==> src/hdl/plc_pkg.sv <==
// plc_pkg: shared types and constants of the phong light accumulator
// command and status structs between controller and datapath, field widths
// no dependencies
package plc_pkg;

    // field widths
    localparam int COMP_W   = 16;
    localparam int VEC_W    = 48;
    localparam int LEVEL_W  = 16;
    localparam int EXP_W    = 10;
    localparam int SUM_W    = 24;
    localparam int RAD_W    = 34;
    localparam int ROOT_W   = 17;
    localparam int QUO_W    = 15;
    localparam int CFG_W    = 16;
    localparam int CFG_IDX_W = 1;

    // q1.14 one
    localparam logic [QUO_W-1:0] Q_ONE = 15'd16384;

    // configuration register indexes
    localparam logic [CFG_IDX_W-1:0] REG_AMBIENT = 1'd0;
    localparam logic [CFG_IDX_W-1:0] REG_ACTIVE  = 1'd1;

    // unit vector targets
    localparam logic [1:0] TGT_N = 2'd0;
    localparam logic [1:0] TGT_V = 2'd1;
    localparam logic [1:0] TGT_L = 2'd2;

    // request types
    localparam logic REQ_SHADE = 1'b0;
    localparam logic REQ_LOAD  = 1'b1;

    // light kinds
    localparam logic KIND_POINT = 1'b0;

    typedef struct packed {
        logic       ld_shade;
        logic       ld_load;
        logic       wv_view;
        logic       wv_light;
        logic       rd_en;
        logic       sq_acc;
        logic       sqrt_start;
        logic       div_start;
        logic       div_store;
        logic       dot_acc;
        logic       cs_mul;
        logic       cs_fin;
        logic       pwr_step;
        logic       term1;
        logic       term2;
        logic       set_degen;
        logic       out_ld;
        logic [1:0] comp;
        logic [1:0] target;
        logic [3:0] dstep;
    } cmd_t;

    typedef struct packed {
        logic s_zero;
        logic sqrt_busy;
        logic div_busy;
        logic e_zero;
    } sts_t;

    // one signed component of a packed x,y,z vector
    function automatic logic signed [COMP_W-1:0] vcomp(input logic [VEC_W-1:0] v,
                                                       input logic [1:0] i);
        logic [COMP_W-1:0] r;
        r = v[COMP_W*i +: COMP_W];
        return $signed(r);
    endfunction

endpackage

==> src/hdl/plc_ctrl.sv <==
// plc_ctrl: controller state machine, light loop and handshakes
// depends on plc_pkg
module plc_ctrl
    import plc_pkg::*;
#(
    parameter int LIGHTS = 8,
    parameter int IDX_W  = 3,
    parameter int CNT_W  = 4
)
(
    input  logic                 clk,
    input  logic                 rst_n,
    input  logic                 in_valid,
    output logic                 in_stall,
    input  logic                 req_type,
    output logic                 out_valid,
    input  logic                 out_stall,
    input  logic                 cfg_wr_en,
    input  logic [CFG_IDX_W-1:0] cfg_index,
    input  logic [CFG_W-1:0]     cfg_data,
    output cmd_t                 cmd,
    input  sts_t                 sts,
    output logic [IDX_W-1:0]     rd_addr
);

    localparam logic [3:0] S_IDLE  = 4'd0;
    localparam logic [3:0] S_USQ   = 4'd1;
    localparam logic [3:0] S_UCHK  = 4'd2;
    localparam logic [3:0] S_USQRT = 4'd3;
    localparam logic [3:0] S_UDIV  = 4'd4;
    localparam logic [3:0] S_UDIVW = 4'd5;
    localparam logic [3:0] S_VLD   = 4'd6;
    localparam logic [3:0] S_LNEXT = 4'd7;
    localparam logic [3:0] S_LRD   = 4'd8;
    localparam logic [3:0] S_DOT   = 4'd9;
    localparam logic [3:0] S_CSM   = 4'd10;
    localparam logic [3:0] S_CSF   = 4'd11;
    localparam logic [3:0] S_PWR   = 4'd12;
    localparam logic [3:0] S_T1    = 4'd13;
    localparam logic [3:0] S_T2    = 4'd14;
    localparam logic [3:0] S_FIN   = 4'd15;

    logic [3:0]       state_reg,  state_next;
    logic [1:0]       comp_reg,   comp_next;
    logic [1:0]       tgt_reg,    tgt_next;
    logic [3:0]       dstep_reg,  dstep_next;
    logic [CNT_W-1:0] k_reg,      k_next;
    logic             nok_reg,    nok_next;
    logic             vok_reg,    vok_next;
    logic             ov_reg,     ov_next;
    logic [3:0]       active_reg;
    logic [CNT_W-1:0] lim;
    logic             out_free;

    // light count clamped to the table
    always_comb
    begin
        if (int'(active_reg) > LIGHTS)
            lim = CNT_W'(LIGHTS);
        else
            lim = CNT_W'(active_reg);
    end

    assign out_free = !ov_reg || !out_stall;

    // next state and commands
    always_comb
    begin
        state_next = state_reg;
        comp_next  = comp_reg;
        tgt_next   = tgt_reg;
        dstep_next = dstep_reg;
        k_next     = k_reg;
        nok_next   = nok_reg;
        vok_next   = vok_reg;
        ov_next    = ov_reg && out_stall;
        cmd        = '0;
        cmd.comp   = comp_reg;
        cmd.target = tgt_reg;
        cmd.dstep  = dstep_reg;

        case (state_reg)
            S_IDLE:
            begin
                if (in_valid)
                begin
                    if (req_type == REQ_LOAD)
                    begin
                        cmd.ld_load = 1'b1;
                        state_next  = S_FIN;
                    end
                    else
                    begin
                        cmd.ld_shade = 1'b1;
                        nok_next     = 1'b1;
                        vok_next     = 1'b1;
                        comp_next    = 2'd0;
                        tgt_next     = TGT_N;
                        state_next   = S_USQ;
                    end
                end
            end

            // sum of squares, one component a cycle
            S_USQ:
            begin
                cmd.sq_acc = 1'b1;
                if (comp_reg == 2'd2)
                begin
                    comp_next  = 2'd0;
                    state_next = S_UCHK;
                end
                else
                    comp_next = comp_reg + 2'd1;
            end

            S_UCHK:
            begin
                if (sts.s_zero)
                begin
                    case (tgt_reg)
                        TGT_N:
                        begin
                            nok_next   = 1'b0;
                            state_next = S_VLD;
                        end
                        TGT_V:
                        begin
                            vok_next   = 1'b0;
                            k_next     = '0;
                            state_next = S_LNEXT;
                        end
                        default:
                        begin
                            cmd.set_degen = 1'b1;
                            k_next        = k_reg + CNT_W'(1);
                            state_next    = S_LNEXT;
                        end
                    endcase
                end
                else
                begin
                    cmd.sqrt_start = 1'b1;
                    state_next     = S_USQRT;
                end
            end

            S_USQRT:
            begin
                if (!sts.sqrt_busy)
                    state_next = S_UDIV;
            end

            S_UDIV:
            begin
                cmd.div_start = 1'b1;
                state_next    = S_UDIVW;
            end

            S_UDIVW:
            begin
                if (!sts.div_busy)
                begin
                    cmd.div_store = 1'b1;
                    if (comp_reg == 2'd2)
                    begin
                        comp_next = 2'd0;
                        case (tgt_reg)
                            TGT_N:
                                state_next = S_VLD;
                            TGT_V:
                            begin
                                k_next     = '0;
                                state_next = S_LNEXT;
                            end
                            default:
                            begin
                                dstep_next = 4'd0;
                                state_next = S_DOT;
                            end
                        endcase
                    end
                    else
                    begin
                        comp_next  = comp_reg + 2'd1;
                        state_next = S_UDIV;
                    end
                end
            end

            S_VLD:
            begin
                cmd.wv_view = 1'b1;
                tgt_next    = TGT_V;
                comp_next   = 2'd0;
                state_next  = S_USQ;
            end

            // per-light loop head
            S_LNEXT:
            begin
                if (k_reg == lim)
                    state_next = S_FIN;
                else if (!nok_reg || !vok_reg)
                begin
                    cmd.set_degen = 1'b1;
                    k_next        = k_reg + CNT_W'(1);
                end
                else
                begin
                    cmd.rd_en  = 1'b1;
                    state_next = S_LRD;
                end
            end

            S_LRD:
            begin
                cmd.wv_light = 1'b1;
                tgt_next     = TGT_L;
                comp_next    = 2'd0;
                state_next   = S_USQ;
            end

            S_DOT:
            begin
                cmd.dot_acc = 1'b1;
                if (dstep_reg == 4'd8)
                    state_next = S_CSM;
                else
                    dstep_next = dstep_reg + 4'd1;
            end

            S_CSM:
            begin
                cmd.cs_mul = 1'b1;
                state_next = S_CSF;
            end

            S_CSF:
            begin
                cmd.cs_fin = 1'b1;
                state_next = S_PWR;
            end

            S_PWR:
            begin
                if (sts.e_zero)
                    state_next = S_T1;
                else
                    cmd.pwr_step = 1'b1;
            end

            S_T1:
            begin
                cmd.term1  = 1'b1;
                state_next = S_T2;
            end

            S_T2:
            begin
                cmd.term2  = 1'b1;
                k_next     = k_reg + CNT_W'(1);
                state_next = S_LNEXT;
            end

            // hand the result to the output register
            S_FIN:
            begin
                if (out_free)
                begin
                    cmd.out_ld = 1'b1;
                    ov_next    = 1'b1;
                    state_next = S_IDLE;
                end
            end

            default:
                state_next = S_IDLE;
        endcase
    end

    // control registers
    always_ff @(posedge clk or negedge rst_n)
    begin
        if (!rst_n)
        begin
            state_reg  <= S_IDLE;
            comp_reg   <= '0;
            tgt_reg    <= TGT_N;
            dstep_reg  <= '0;
            k_reg      <= '0;
            nok_reg    <= 1'b0;
            vok_reg    <= 1'b0;
            ov_reg     <= 1'b0;
            active_reg <= '0;
        end
        else
        begin
            state_reg <= state_next;
            comp_reg  <= comp_next;
            tgt_reg   <= tgt_next;
            dstep_reg <= dstep_next;
            k_reg     <= k_next;
            nok_reg   <= nok_next;
            vok_reg   <= vok_next;
            ov_reg    <= ov_next;
            if (cfg_wr_en && cfg_index == REG_ACTIVE)
                active_reg <= cfg_data[3:0];
        end
    end

    assign in_stall  = state_reg != S_IDLE;
    assign out_valid = ov_reg;
    assign rd_addr   = IDX_W'(k_reg);

endmodule

==> config.mk <==
export PLATFORM = sky130hd
export DESIGN_NAME = plc_ctrl
export DESIGN_NICKNAME = d
export VERILOG_FILES = /design/src/hdl/plc_pkg.sv /design/src/hdl/plc_ctrl.sv
export SDC_FILE = /design/constraint.sdc
export NUM_CORES = 1
export LEC_CHECK = 0
export BUFFER_PORTS_ARGS = -buffer_cell sky130_fd_sc_hd__buf_2
export CORE_MARGIN = 10
export CORE_UTILIZATION = 25
export CTS_BUF_LIST = sky130_fd_sc_hd__clkbuf_16
export DETAILED_ROUTE_END_ITERATION = 16
export MAX_ROUTING_LAYER = met4
export PLACE_DENSITY = 0.55
export SLEW_MARGIN = 20
export SYNTH_ARGS = -nofsm -noshare
export SYNTH_HDL_FRONTEND = slang
export SYNTH_SLANG_ARGS = --single-unit
==> constraint.sdc <==
create_clock -name clk -period 2.7 [get_ports clk]
set_clock_uncertainty 0.05 [all_clocks]
set_input_delay 0.54 -clock clk [delete_from_list [all_inputs] [get_ports clk]]
set_output_delay 0.54 -clock clk [all_outputs]
set_load 0.01 [all_outputs]
==> metrics.yaml <==
avgViaCountPerCell: 5.00
ir_drop_mv: 0.271
yosysWarningCount: 0
cap_violations: 0
wl_mm: 4.98
cts_sinks: 23
wl_per_cell_um: 15.9
outcome: "finished clean"
synth_ff_type: "dfrtp_1"
power.density_nw_per_um2: 1090
grt_pass1_vias: 1605
dieArea_sq_um: 10600
p_leak_nw: 0.943
tightestPinTransition_ns: 0.658
synthToLayoutAreaGrowth_pct: 21.4
antenna_found_initial: 0
cts_buffer_depth: 2
p_seq_share_pct: 28.7
drtIter0Drc: 120
critPathMaxFanout: 21
crit_arrival_ns: 1.87
fin_crit_sh_pct: 91.2
final_antenna_net_count: 0
crit_start: "state_reg[3]"
finalPower_mw: 2.26
cts_resized: 0
fill_cells: 728
syn-instance-count: 193
synth_fp_nets: 223
async_flop_share_pct: 100
place.port_buffers: 44
grt_max_degree: 24
achievable-frequency_mhz: 406
synth_area_leader_cell: "dfrtp_1"
reg2regPathDepth: 5
yosys_register_bits: 23
synth_area_leaders: "dfrtp_1 34%, nor2_1 5.5%, o21ai_0 3.8%, nand2_1 3.3%, mux2_2 2.6%"
ios: 57
drive_gt1_share_pct: 31.8
required_ns: 2.11
die_y_um: 103
whs_ns: 0.210
synth_top_area_share_pct: 33.7
endpoint_kind: "output pin"
num_vias: 1566
nets: 264
initial_core_util_pct: 25.5
rsz0062_at_grt: "no"
critPathCapture: "cmd[16]"
clock_latency_ns: 0.26
h-tree-depth: 1
clock_power_share_pct: 14.3
drc_errors: 0
r2r-end: "k_reg[1]"
synth_area_per_cell_sq_um: 8.86
slew_headroom_pct: 56.1
yosysSeqAreaShare_pct: 33.7
hold_class: "primary input to asynchronous set/reset pin"
combinationalPowerShare_pct: 57.0
cp-start-kind: "flip-flop"
clock-root-buffer: "clkbuf_16"
p_sw_share_pct: 44.4
synth.distinct_cells: 57
drt-pass1-iter-count: 4
num_rows: 30
r2r_start: "state_reg[3]"
n_antenna_cell: 0
cts_tree: "yes"
fin_crit_ns: 2.46
track_usage_pct: 10.0
tns_ns: 0
ff2ff_setup_slack_ns: 0.39
path_clk_slew_ns: 0.06
coreArea_sq_um: 6720
die_w_um: 103
grt-ovfl-total: 0
hold_viol: 0
cts_buffers: 3
netlist_area_sq_um: 1710
ctsHoldBuffers: 0
p_int_mw: 1.26
synth_enable_flop_cells: 0
p_sw_mw: 1.01
globalplace.congestion: 0.831
crit_type: "flip-flop to output pin"
dp_hpwl_mm: 3.83
cts_setup_buffers: 0
setup_viol: 0
slew_violations: 0
grt_first_pass_wirelength_mm: 8.25
stage by stage:
| stage | worst slack (ns) | utilization [%] | cell area (sq um) | instances |
|---|---|---|---|---|
| after floorplan | 0.680 | - | 1710 | 193 |
| final | 0.238 | 30.9 | 2080 | 313 |
| after global routing | 0.0714 | 30.9 | 2080 | 313 |
| after CTS | 0.220 | 30.9 | 2080 | 313 |
| after detailed placement | 0.414 | 29.7 | 2000 | 309 |
| after global placement | 0.464 | 29.7 | 2000 | 309 |
cell usage in the layout, fill, tap and decap left out, types with 4 or more instances in the layout:
master    count
buf_2        44
nand2_1      15
inv_1         9
nand2b_1      4
nor2_1       25
mux2_2        4
a22o_1        4
xnor2_1       4
o21ai_0      13
nor3_1        7
a31oi_1       4
a21oi_1       8
buf_4         6
nor2b_1       5
dfrtp_1      23
power by group through the flow:
| stage | clock [mW] | combinational, mW | sequential (mW) |
|---|---|---|---|
| 5_1_grt | 0.348 | 1.44 | 0.679 |
| 6_report | 0.325 | 1.29 | 0.648 |
| 3_3_place_gp | 0 | 1.28 | 0.655 |
| 4_1_cts | 0.332 | 1.30 | 0.650 |
| 2_1_floorplan | 0 | 0.972 | 0.598 |
| 3_5_place_dp | 0 | 1.29 | 0.656 |
per-layer routing:
layer  global-route usage [%]  wire (um)  share of wire (%)  up-vias
met1                     12.3       2340                 47      739
met4                     2.93         68                1.4        0
met5                        -          0                  0        -
li1                         -          -                  -      777
met2                     16.4       2320                 47       45
met3                     1.74        245                4.9        5
cells by family after synthesis:
kind of cell,share of synthesized area [%]
flops,33.7
buf+inv,6.58
fa+ha+maj,2.19
compound gates,20.3
xor+xnor,2.56
mux,7.90
simple gates,26.8
worst min-delay path by stage:
stage              start             to
2_1_floorplan      rst_n  active_reg[0]
3_3_place_gp   out_valid      out_valid
3_5_place_dp   out_valid      out_valid
4_1_cts            rst_n   dstep_reg[0]
5_1_grt            rst_n   dstep_reg[3]
6_report           rst_n   dstep_reg[3]
cell usage after synthesis (2+ instances only):
| cell type | instances |
|---|---|
| and4bb_2 | 2 |
| a221oi_1 | 2 |
| nor2_1 | 25 |
| nand2b_1 | 4 |
| nand4_1 | 2 |
| nor3_1 | 7 |
| dfrtp_1 | 23 |
| mux2_1 | 2 |
| nor3b_1 | 2 |
| clkbuf_1 | 3 |
| and4b_1 | 2 |
| nand3_1 | 3 |
| a31oi_1 | 4 |
| inv_1 | 8 |
| xnor2_1 | 4 |
| o21ai_0 | 13 |
| mux2_2 | 4 |
| a21oi_1 | 8 |
| buf_4 | 5 |
| o31ai_1 | 2 |
| a22o_1 | 4 |
| nand2_1 | 15 |
| buf_2 | 6 |
| nand3b_1 | 2 |
| mux2_4 | 3 |
| nor2b_1 | 5 |
| ha_1 | 3 |
critical path, stage by stage (launching register included):
cell and delay (ns):
dfrtp_1 0.76, clkinv_1 0.43, nand2_1 0.21, nor3_1 0.06, buf_2 0.14
final cells by class:
class | count | area (sq um) | share of cell area (%)
well taps | 80 | 100 | 4.82
flip-flops and latches | 23 | 576 | 27.7
repair buffers | 50 | 265 | 12.8
clock buffers | 3 | 75.1 | 3.62
inverters | 9 | 33.8 | 1.63
multi-input cells | 147 | 1020 | 49.2
clock inverters | 1 | 3.75 | 0.181
Power figures use the tool's default switching activity.
